## config.mk

```make
export PLATFORM = sky130hd
export DESIGN_NAME = color_key_alpha_matte_core
export DESIGN_NICKNAME = d
export VERILOG_FILES = /design/src/rtl/cka_pkg.sv /design/src/rtl/cka_front.sv /design/src/rtl/cka_div_step.sv /design/src/rtl/cka_finish.sv /design/src/rtl/color_key_alpha_matte_core.sv
export SDC_FILE = /design/constraint.sdc
export NUM_CORES = 2
export LEC_CHECK = 0
export BUFFER_PORTS_ARGS = -buffer_cell sky130_fd_sc_hd__buf_2
export CORE_AREA = 2 2 268 337
export CTS_CLUSTER_SIZE = 40
export DETAILED_ROUTE_END_ITERATION = 8
export DIE_AREA = 0 0 270 339
export GPL_ROUTABILITY_DRIVEN = 0
export PLACE_DENSITY = 0.78
export SLEW_MARGIN = 30
export SYNTH_ARGS = -nofsm -noshare
export SYNTH_HDL_FRONTEND = slang
export SYNTH_HIERARCHICAL = 1
export SYNTH_SLANG_ARGS = --single-unit
```

## constraint.sdc

```tcl
create_clock -name clk -period 33.2 [get_ports clk]
set_input_delay 4.98 -clock clk [delete_from_list [all_inputs] [get_ports clk]]
set_output_delay 4.98 -clock clk [all_outputs]
set_load 0.1 [all_outputs]
```

## src/rtl/cka_pkg.sv

```systemverilog
// Shared types, constants and register codes for the color-key alpha matte.
`timescale 1ns / 1ps

package cka_pkg;

  // Field and datapath widths
  localparam int PIX_W     = 8;
  localparam int CFG_W     = 10;
  localparam int CFG_IDX_W = 3;
  localparam int CD_W      = 10;
  localparam int SQ_W      = 16;  // one squared channel difference
  localparam int K_W       = 18;  // sum of three squares
  localparam int N_W       = 26;  // 255 * k
  localparam int D2_W      = 20;  // color_difference squared
  localparam int CMP_W     = 28;  // divisor shifted left by up to eight
  localparam int DIV_STEPS = 8;   // quotient bits before saturation

  // Constants of the alpha math
  localparam logic [PIX_W-1:0] ALPHA_MAX     = 8'd255;
  localparam logic [PIX_W-1:0] ALPHA_MID     = 8'd127;
  localparam logic [PIX_W-1:0] CONTRAST_BASE = 8'd128;

  // Reset values of the configuration registers
  localparam logic [PIX_W-1:0] KEY_RESET  = 8'd0;
  localparam logic [CD_W-1:0]  CD_RESET   = 10'd32;
  localparam logic [PIX_W-1:0] SMTH_RESET = 8'd0;

  // Configuration register indexes
  typedef enum logic [CFG_IDX_W-1:0] {
    REG_KEY_RED    = 3'd0,
    REG_KEY_GREEN  = 3'd1,
    REG_KEY_BLUE   = 3'd2,
    REG_COLOR_DIFF = 3'd3,
    REG_SMOOTHNESS = 3'd4
  } cfg_reg_t;

  // Input pixel item
  typedef struct packed {
    logic [PIX_W-1:0] in_alpha;
    logic [PIX_W-1:0] in_red;
    logic [PIX_W-1:0] in_green;
    logic [PIX_W-1:0] in_blue;
  } in_pix_t;

  // Result pixel item
  typedef struct packed {
    logic [PIX_W-1:0] out_alpha;
    logic [PIX_W-1:0] out_red;
    logic [PIX_W-1:0] out_green;
    logic [PIX_W-1:0] out_blue;
  } out_pix_t;

  // Item state inside the divider stages
  typedef struct packed {
    in_pix_t          pix;
    logic [N_W-1:0]   rem;
    logic [PIX_W-1:0] quo;
    logic             sat;
  } div_t;

endpackage

```

## src/rtl/cka_front.sv

```systemverilog
// Front stages: channel distances, squared distance sum, saturation check.
`timescale 1ns / 1ps

module cka_front (
  input  logic                       clk,
  input  logic                       rst_n,
  input  logic                       in_valid,
  output logic                       in_ready,
  input  cka_pkg::in_pix_t           in_data,
  input  logic [cka_pkg::PIX_W-1:0]  key_red,
  input  logic [cka_pkg::PIX_W-1:0]  key_green,
  input  logic [cka_pkg::PIX_W-1:0]  key_blue,
  input  logic [cka_pkg::D2_W-1:0]   d2,
  output logic                       out_valid,
  input  logic                       out_ready,
  output cka_pkg::div_t              out_data
);

  logic [cka_pkg::PIX_W-1:0] dr;
  logic [cka_pkg::PIX_W-1:0] dg;
  logic [cka_pkg::PIX_W-1:0] db;

  logic                     s1_valid_r;
  logic                     s1_ready;
  cka_pkg::in_pix_t         s1_pix_r;
  logic [cka_pkg::SQ_W-1:0] s1_sqr_r;
  logic [cka_pkg::SQ_W-1:0] s1_sqg_r;
  logic [cka_pkg::SQ_W-1:0] s1_sqb_r;
  logic [cka_pkg::SQ_W-1:0] s1_sqr_nxt;
  logic [cka_pkg::SQ_W-1:0] s1_sqg_nxt;
  logic [cka_pkg::SQ_W-1:0] s1_sqb_nxt;

  logic                     s2_valid_r;
  logic                     s2_ready;
  cka_pkg::in_pix_t         s2_pix_r;
  logic [cka_pkg::K_W-1:0]  k_sum;
  logic [cka_pkg::N_W-1:0]  s2_n_r;
  logic [cka_pkg::N_W-1:0]  s2_n_nxt;

  logic                     s3_valid_r;
  logic                     s3_ready;
  cka_pkg::div_t            s3_data_r;
  cka_pkg::div_t            s3_data_nxt;
  logic [cka_pkg::CMP_W-1:0] sat_lim;

  // Ready chain: a stage loads when empty or when its item moves on
  assign s3_ready = !s3_valid_r || out_ready;
  assign s2_ready = !s2_valid_r || s3_ready;
  assign s1_ready = !s1_valid_r || s2_ready;
  assign in_ready = s1_ready;

  // Stage 1: absolute channel differences, squared
  always_comb begin
    dr = (key_red > in_data.in_red) ? (key_red - in_data.in_red)
                                    : (in_data.in_red - key_red);
    dg = (key_green > in_data.in_green) ? (key_green - in_data.in_green)
                                        : (in_data.in_green - key_green);
    db = (key_blue > in_data.in_blue) ? (key_blue - in_data.in_blue)
                                      : (in_data.in_blue - key_blue);
    s1_sqr_nxt = {8'd0, dr} * {8'd0, dr};
    s1_sqg_nxt = {8'd0, dg} * {8'd0, dg};
    s1_sqb_nxt = {8'd0, db} * {8'd0, db};
  end

  // Stage 2: sum of squares, then times 255 as (k << 8) - k
  always_comb begin
    k_sum    = cka_pkg::K_W'(s1_sqr_r) + cka_pkg::K_W'(s1_sqg_r)
             + cka_pkg::K_W'(s1_sqb_r);
    s2_n_nxt = {k_sum, 8'd0} - cka_pkg::N_W'(k_sum);
  end

  // Stage 3: quotient saturates when n >= 256 * d2 (always when d2 is zero)
  always_comb begin
    sat_lim         = {d2, 8'd0};
    s3_data_nxt.pix = s2_pix_r;
    s3_data_nxt.rem = s2_n_r;
    s3_data_nxt.sat = ({2'd0, s2_n_r} >= sat_lim);
    s3_data_nxt.quo = s3_data_nxt.sat ? cka_pkg::ALPHA_MAX : '0;
  end

  // Valid bits
  always_ff @(posedge clk) begin
    if (!rst_n) begin
      s1_valid_r <= 1'b0;
      s2_valid_r <= 1'b0;
      s3_valid_r <= 1'b0;
    end else begin
      if (s1_ready) s1_valid_r <= in_valid;
      if (s2_ready) s2_valid_r <= s1_valid_r;
      if (s3_ready) s3_valid_r <= s2_valid_r;
    end
  end

  // Payload registers: load with the stage, hold otherwise
  always_ff @(posedge clk) begin
    if (s1_ready) begin
      s1_pix_r <= in_data;
      s1_sqr_r <= s1_sqr_nxt;
      s1_sqg_r <= s1_sqg_nxt;
      s1_sqb_r <= s1_sqb_nxt;
    end
    if (s2_ready) begin
      s2_pix_r <= s1_pix_r;
      s2_n_r   <= s2_n_nxt;
    end
    if (s3_ready) begin
      s3_data_r <= s3_data_nxt;
    end
  end

  assign out_valid = s3_valid_r;
  assign out_data  = s3_data_r;

endmodule

```

## src/rtl/cka_div_step.sv

```systemverilog
// One restoring division step: resolves a single quotient bit per stage.
`timescale 1ns / 1ps

module cka_div_step #(
  parameter int STEP_BIT = 0
) (
  input  logic                      clk,
  input  logic                      rst_n,
  input  logic                      in_valid,
  output logic                      in_ready,
  input  cka_pkg::div_t             in_data,
  input  logic [cka_pkg::D2_W-1:0]  d2,
  output logic                      out_valid,
  input  logic                      out_ready,
  output cka_pkg::div_t             out_data
);

  logic                      valid_r;
  cka_pkg::div_t             data_r;
  cka_pkg::div_t             data_nxt;
  logic [cka_pkg::CMP_W-1:0] rem_ext;
  logic [cka_pkg::CMP_W-1:0] dsh;
  logic [cka_pkg::CMP_W-1:0] diff;

  assign in_ready = !valid_r || out_ready;

  // Subtract the shifted divisor when it fits; a saturated item passes as is
  always_comb begin
    rem_ext  = cka_pkg::CMP_W'(in_data.rem);
    dsh      = cka_pkg::CMP_W'(d2) << STEP_BIT;
    diff     = rem_ext - dsh;
    data_nxt = in_data;
    if (!in_data.sat && (rem_ext >= dsh)) begin
      data_nxt.rem           = cka_pkg::N_W'(diff);
      data_nxt.quo[STEP_BIT] = 1'b1;
    end
  end

  always_ff @(posedge clk) begin
    if (!rst_n) begin
      valid_r <= 1'b0;
    end else if (in_ready) begin
      valid_r <= in_valid;
    end
  end

  always_ff @(posedge clk) begin
    if (in_ready) begin
      data_r <= data_nxt;
    end
  end

  assign out_valid = valid_r;
  assign out_data  = data_r;

endmodule

```

## src/rtl/cka_finish.sv

```systemverilog
// Final stage: contrast push on the keyed alpha, scale by input alpha.
`timescale 1ns / 1ps

module cka_finish (
  input  logic                       clk,
  input  logic                       rst_n,
  input  logic                       in_valid,
  output logic                       in_ready,
  input  cka_pkg::div_t              in_data,
  input  logic [cka_pkg::PIX_W-1:0]  smoothness,
  output logic                       out_valid,
  input  logic                       out_ready,
  output cka_pkg::out_pix_t          out_data
);

  logic                       valid_r;
  cka_pkg::out_pix_t          data_r;
  cka_pkg::out_pix_t          data_nxt;
  logic [cka_pkg::PIX_W-1:0]  contrast;
  logic [cka_pkg::PIX_W-1:0]  alpha;
  logic [cka_pkg::PIX_W:0]    raised;
  logic [2*cka_pkg::PIX_W-1:0] prod;

  assign in_ready = !valid_r || out_ready;

  // Contrast is 128 - smoothness, applied only when positive
  always_comb begin
    contrast = cka_pkg::CONTRAST_BASE - smoothness;
    alpha    = in_data.quo;
    raised   = {1'b0, in_data.quo} + {1'b0, contrast};
    if (smoothness < cka_pkg::CONTRAST_BASE) begin
      if (in_data.quo < cka_pkg::ALPHA_MID) begin
        alpha = (in_data.quo > contrast) ? (in_data.quo - contrast) : '0;
      end else begin
        alpha = (raised < {1'b0, cka_pkg::ALPHA_MAX}) ? raised[cka_pkg::PIX_W-1:0]
                                                      : cka_pkg::ALPHA_MAX;
      end
    end
    prod               = {8'd0, alpha} * {8'd0, in_data.pix.in_alpha};
    data_nxt.out_alpha = prod[2*cka_pkg::PIX_W-1:cka_pkg::PIX_W];
    data_nxt.out_red   = in_data.pix.in_red;
    data_nxt.out_green = in_data.pix.in_green;
    data_nxt.out_blue  = in_data.pix.in_blue;
  end

  always_ff @(posedge clk) begin
    if (!rst_n) begin
      valid_r <= 1'b0;
    end else if (in_ready) begin
      valid_r <= in_valid;
    end
  end

  always_ff @(posedge clk) begin
    if (in_ready) begin
      data_r <= data_nxt;
    end
  end

  assign out_valid = valid_r;
  assign out_data  = data_r;

endmodule

```

## src/rtl/color_key_alpha_matte_core.sv

```systemverilog
// Top level of the color-key alpha matte: config registers and the pixel pipeline.
//
//   channel | ports                              | direction | carries
//   --------+------------------------------------+-----------+---------------------------
//   input   | in_valid, in_ready, in_data        | in        | one ARGB pixel item
//   result  | out_valid, out_ready, out_data     | out       | keyed ARGB pixel item
//   config  | cfg_we, cfg_index, cfg_data        | in        | register write, no wait
//
// One item per clock while out_ready holds; an accepted item passes to out_valid through
// three front stages, eight stages of the bit-per-stage divider and one finish stage.
// The divider chain makes up most of the stages; every stage holds its own valid bit.
// A stalled output back-fills empty stages before in_ready drops; nothing is lost.
// Reset (rst_n low, synchronous) empties the pipeline and restores register defaults.
`timescale 1ns / 1ps

module color_key_alpha_matte_core (
  input  logic                          clk,
  input  logic                          rst_n,
  input  logic                          in_valid,
  output logic                          in_ready,
  input  cka_pkg::in_pix_t              in_data,
  output logic                          out_valid,
  input  logic                          out_ready,
  output cka_pkg::out_pix_t             out_data,
  input  logic                          cfg_we,
  input  logic [cka_pkg::CFG_IDX_W-1:0] cfg_index,
  input  logic [cka_pkg::CFG_W-1:0]     cfg_data
);

  logic [cka_pkg::PIX_W-1:0] key_red_r;
  logic [cka_pkg::PIX_W-1:0] key_green_r;
  logic [cka_pkg::PIX_W-1:0] key_blue_r;
  logic [cka_pkg::CD_W-1:0]  color_diff_r;
  logic [cka_pkg::PIX_W-1:0] smoothness_r;
  logic [cka_pkg::D2_W-1:0]  d2_r;
  logic [cka_pkg::D2_W-1:0]  d2_nxt;

  logic          stg_valid [0:cka_pkg::DIV_STEPS];
  logic          stg_ready [0:cka_pkg::DIV_STEPS];
  cka_pkg::div_t stg_data  [0:cka_pkg::DIV_STEPS];

  // Register writes; unknown indexes are dropped
  always_ff @(posedge clk) begin
    if (!rst_n) begin
      key_red_r    <= cka_pkg::KEY_RESET;
      key_green_r  <= cka_pkg::KEY_RESET;
      key_blue_r   <= cka_pkg::KEY_RESET;
      color_diff_r <= cka_pkg::CD_RESET;
      smoothness_r <= cka_pkg::SMTH_RESET;
    end else if (cfg_we) begin
      unique case (cka_pkg::cfg_reg_t'(cfg_index))
        cka_pkg::REG_KEY_RED:    key_red_r    <= cfg_data[cka_pkg::PIX_W-1:0];
        cka_pkg::REG_KEY_GREEN:  key_green_r  <= cfg_data[cka_pkg::PIX_W-1:0];
        cka_pkg::REG_KEY_BLUE:   key_blue_r   <= cfg_data[cka_pkg::PIX_W-1:0];
        cka_pkg::REG_COLOR_DIFF: color_diff_r <= cfg_data[cka_pkg::CD_W-1:0];
        cka_pkg::REG_SMOOTHNESS: smoothness_r <= cfg_data[cka_pkg::PIX_W-1:0];
        default: ;
      endcase
    end
  end

  // Divisor: color_difference squared, ready before any item reaches stage 3
  assign d2_nxt = {10'd0, color_diff_r} * {10'd0, color_diff_r};

  always_ff @(posedge clk) begin
    d2_r <= d2_nxt;
  end

  cka_front u_front (
    .clk       (clk),
    .rst_n     (rst_n),
    .in_valid  (in_valid),
    .in_ready  (in_ready),
    .in_data   (in_data),
    .key_red   (key_red_r),
    .key_green (key_green_r),
    .key_blue  (key_blue_r),
    .d2        (d2_r),
    .out_valid (stg_valid[0]),
    .out_ready (stg_ready[0]),
    .out_data  (stg_data[0])
  );

  // Divider chain, most significant quotient bit first
  for (genvar g = 0; g < cka_pkg::DIV_STEPS; g++) begin : g_div
    cka_div_step #(
      .STEP_BIT (cka_pkg::DIV_STEPS - 1 - g)
    ) u_step (
      .clk       (clk),
      .rst_n     (rst_n),
      .in_valid  (stg_valid[g]),
      .in_ready  (stg_ready[g]),
      .in_data   (stg_data[g]),
      .d2        (d2_r),
      .out_valid (stg_valid[g+1]),
      .out_ready (stg_ready[g+1]),
      .out_data  (stg_data[g+1])
    );
  end

  cka_finish u_finish (
    .clk        (clk),
    .rst_n      (rst_n),
    .in_valid   (stg_valid[cka_pkg::DIV_STEPS]),
    .in_ready   (stg_ready[cka_pkg::DIV_STEPS]),
    .in_data    (stg_data[cka_pkg::DIV_STEPS]),
    .smoothness (smoothness_r),
    .out_valid  (out_valid),
    .out_ready  (out_ready),
    .out_data   (out_data)
  );

endmodule

```

==> flow_metrics.py <==
metrics = {
    "min_path": {
        "hold_class": "reg2reg",
    },
    "cts": {
        "insertion_delay_ps": 640,
        "clk_pin_slew_worst_paths_ps": 70,
        "ctsHoldBuffers": 0,
        "htreeDepth": 3,
        "cts_num_sinks": 808,
        "cts_resized": 0,
        "cts-buffers-inserted": 79,
        "cts_tree": "built",
        "post-cts-setup-buffers": 0,
        "clockRootBuffer": "clkbuf_16",
        "cts_buffer_depth": 3,
    },
    "logic_synthesis": {
        "synth_area_sq_um": 50900,
        "synth_cells": 4536,
        "syn_area_per_cell_sq_um": 11.2,
        "yosys_warnings": 6,
    },
    "placed_design": {
        "dpl.hpwl_mm": 77.8,
        "portBuffers": 83,
        "placed_cell_area_sq_um": 52300,
        "dp_slack_ps": 15430,
    },
    "final_layout": {
        "final-seq-area_sq_um": 23500,
        "multi_input_comb_area_sq_um": 24600,
        "final_nets": 5279,
        "num-fill-cells": 6738,
        "final_area_sq_um": 55000,
        "drive_above_1_share_pct": 8.83,
        "area_growth_pct": 8.02,
    },
    "routing": {
        "drt_first_pass_iters": 6,
        "ant_nets": 0,
        "wl_mm": 106,
        "vias_per_cell": 5.79,
        "drtIter0Drc": 2256,
        "drc_errors": 0,
        "wl_per_cell_microns": 18.1,
        "vias": 33800,
    },
    "floorplan": {
        "io_pins": 84,
        "num_rows": 122,
        "core_sq_um": 88100,
        "die_h_microns": 339,
        "die_area_sq_um": 91500,
        "start_util_pct": 57.8,
        "fp.dieW_microns": 270,
    },
    "setup_path": {
        "path_cells": "buf_2 -> nand2b_2 -> nand2b_4 -> nand2b_2 -> nand2b_2 -> nand2b_2 -> buf_4 -> nand2b_4 -> nand2b_4 -> nand2b_4 -> nand2b_4 -> nor2b_1 -> nand3_4 -> buf_2",
        "cp-start-kind": "input port",
        "cp_max_fo": 69,
        "worstSetupEndpointType": "output port",
        "critical_path_class": "in2out",
        "crit_slowest_cell": "nand2b_4",
        "cp.required_ps": 28220,
        "r2r_slack_ps": 24960,
        "worstPathArrival_ps": 12400,
        "cpPeakStageDelay_ps": 890,
        "cpMostUsedCell": "nand2b_4",
    },
    "status": {
        "status": "finished, final reports clean",
    },
    "sta": {
        "fin_skew_ps": 25.6,
        "timing.setup.tns_ps": 0,
        "finalSetupViolCount": 0,
        "slew-limit-headroom_pct": 35.3,
        "tightest_slew_ps": 964,
        "post-route-min-period_ps": 17380,
        "fin_ws_ps": 15820,
        "fmax_ghz": 0.0575,
        "rsz0062_at_grt": "false",
        "slew_violations": 0,
        "final-hold-violation-count": 0,
        "layout_worst_path_cycle_share_pct": 52.4,
    },
    "global_route": {
        "grt_pass1_vias": 34700,
        "grt_use_total_pct": 23.2,
        "grt_max_degree": 70,
        "grt_first_pass_wirelength_mm": 173,
        "antenna_found_initial": 4,
        "overflow": 0,
    },
    "job": {
        "maxCapViolations": 0,
    },
}
sequential cells by signal, summed over array words and instances, names as in the netlist, 8 cells and up:
name	cells
u_front/s1_sqb_r	15
u_front/s1_pix_r	32
key_green_r	8
key_blue_r	8
u_front/s1_sqr_r	15
d2_r	19
u_finish/out_data	32
u_front/out_data	59
u_front/s2_pix_r	32
u_front/s2_n_r	26
smoothness_r	8
key_red_r	8
g_div.u_step/out_data	509
color_diff_r	10
u_front/s1_sqg_r	15
g_div.u_step/out_valid	8
path summary, 6_finish.rpt:
path	from	to	cells after the start
hold / removal	g_div[3].u_step/out_data[5]	g_div[4].u_step/out_data[5]	0
setup / recovery	out_ready	in_ready	14
setup reg to reg	smoothness_r[0]	u_finish/out_data[30]	25
hold reg to reg	g_div[3].u_step/out_data[5]	g_div[4].u_step/out_data[5]	0
cells in the final DEF (no fill, tap or decap), drive strengths merged, types with 34 or more instances in the layout:
| master | instances |
|---|---|
| nor3 | 60 |
| a21oi | 238 |
| and3 | 35 |
| o21a | 45 |
| inv | 583 |
| edfxtp | 735 |
| xnor2 | 161 |
| a21o | 89 |
| clkbuf | 97 |
| dfxtp | 73 |
| nand2b | 56 |
| fa | 189 |
| mux2 | 45 |
| nor2b | 59 |
| nor2 | 256 |
| or2 | 36 |
| o21ai | 216 |
| o21bai | 42 |
| o31ai | 34 |
| nand3 | 72 |
| xor2 | 86 |
| a211oi | 36 |
| nand2 | 353 |
| ha | 436 |
| and2 | 73 |
| buf | 101 |
| nand4 | 45 |
| a21boi | 53 |
per-layer routing:
| metal | vias to the layer above | share of wire (%) | global-route usage [%] |
|---|---|---|---|
| met2 | 940 | 53 | 43.4 |
| met5 | - | 0 | 0 |
| met3 | 249 | 4.2 | 2.84 |
| met1 | 16500 | 39 | 26.0 |
| met4 | 0 | 4.2 | 10.6 |
| li1 | 16100 | - | - |
per-stage QoR:
| stage | utilization (%) | cells | hold slack, ps |
|---|---|---|---|
| after floorplan | - | 4548 | 393 |
| after global placement | 59.4 | 5700 | 400 |
| after detailed placement | 59.4 | 5701 | 405 |
| after CTS | 62.4 | 5843 | 400 |
| after global routing | 62.4 | 5846 | 411 |
| final | 62.4 | 5846 | 401 |
final cells by class:
cell class / instances / area share, %
Inverter: 575 / 3.93
Sequential cell: 808 / 42.8
Antenna cell: 3 / 0.0137
Tap cell: 1178 / 2.68
Clock inverter: 45 / 1.00
Clock buffer: 97 / 3.74
Multi-Input combinational cell: 3039 / 44.8
Timing Repair Buffer: 101 / 1.02
worst max-delay path: cells and delay by family:
| family | cells | cell delay (ps) |
|---|---|---|
| buffers and inverters | 3 | 1280 |
| AND/OR/NAND/NOR | 11 | 6060 |
Power is not shown: default switching activity piles up to over one toggle a cycle in this logic, so the estimate is an artifact.
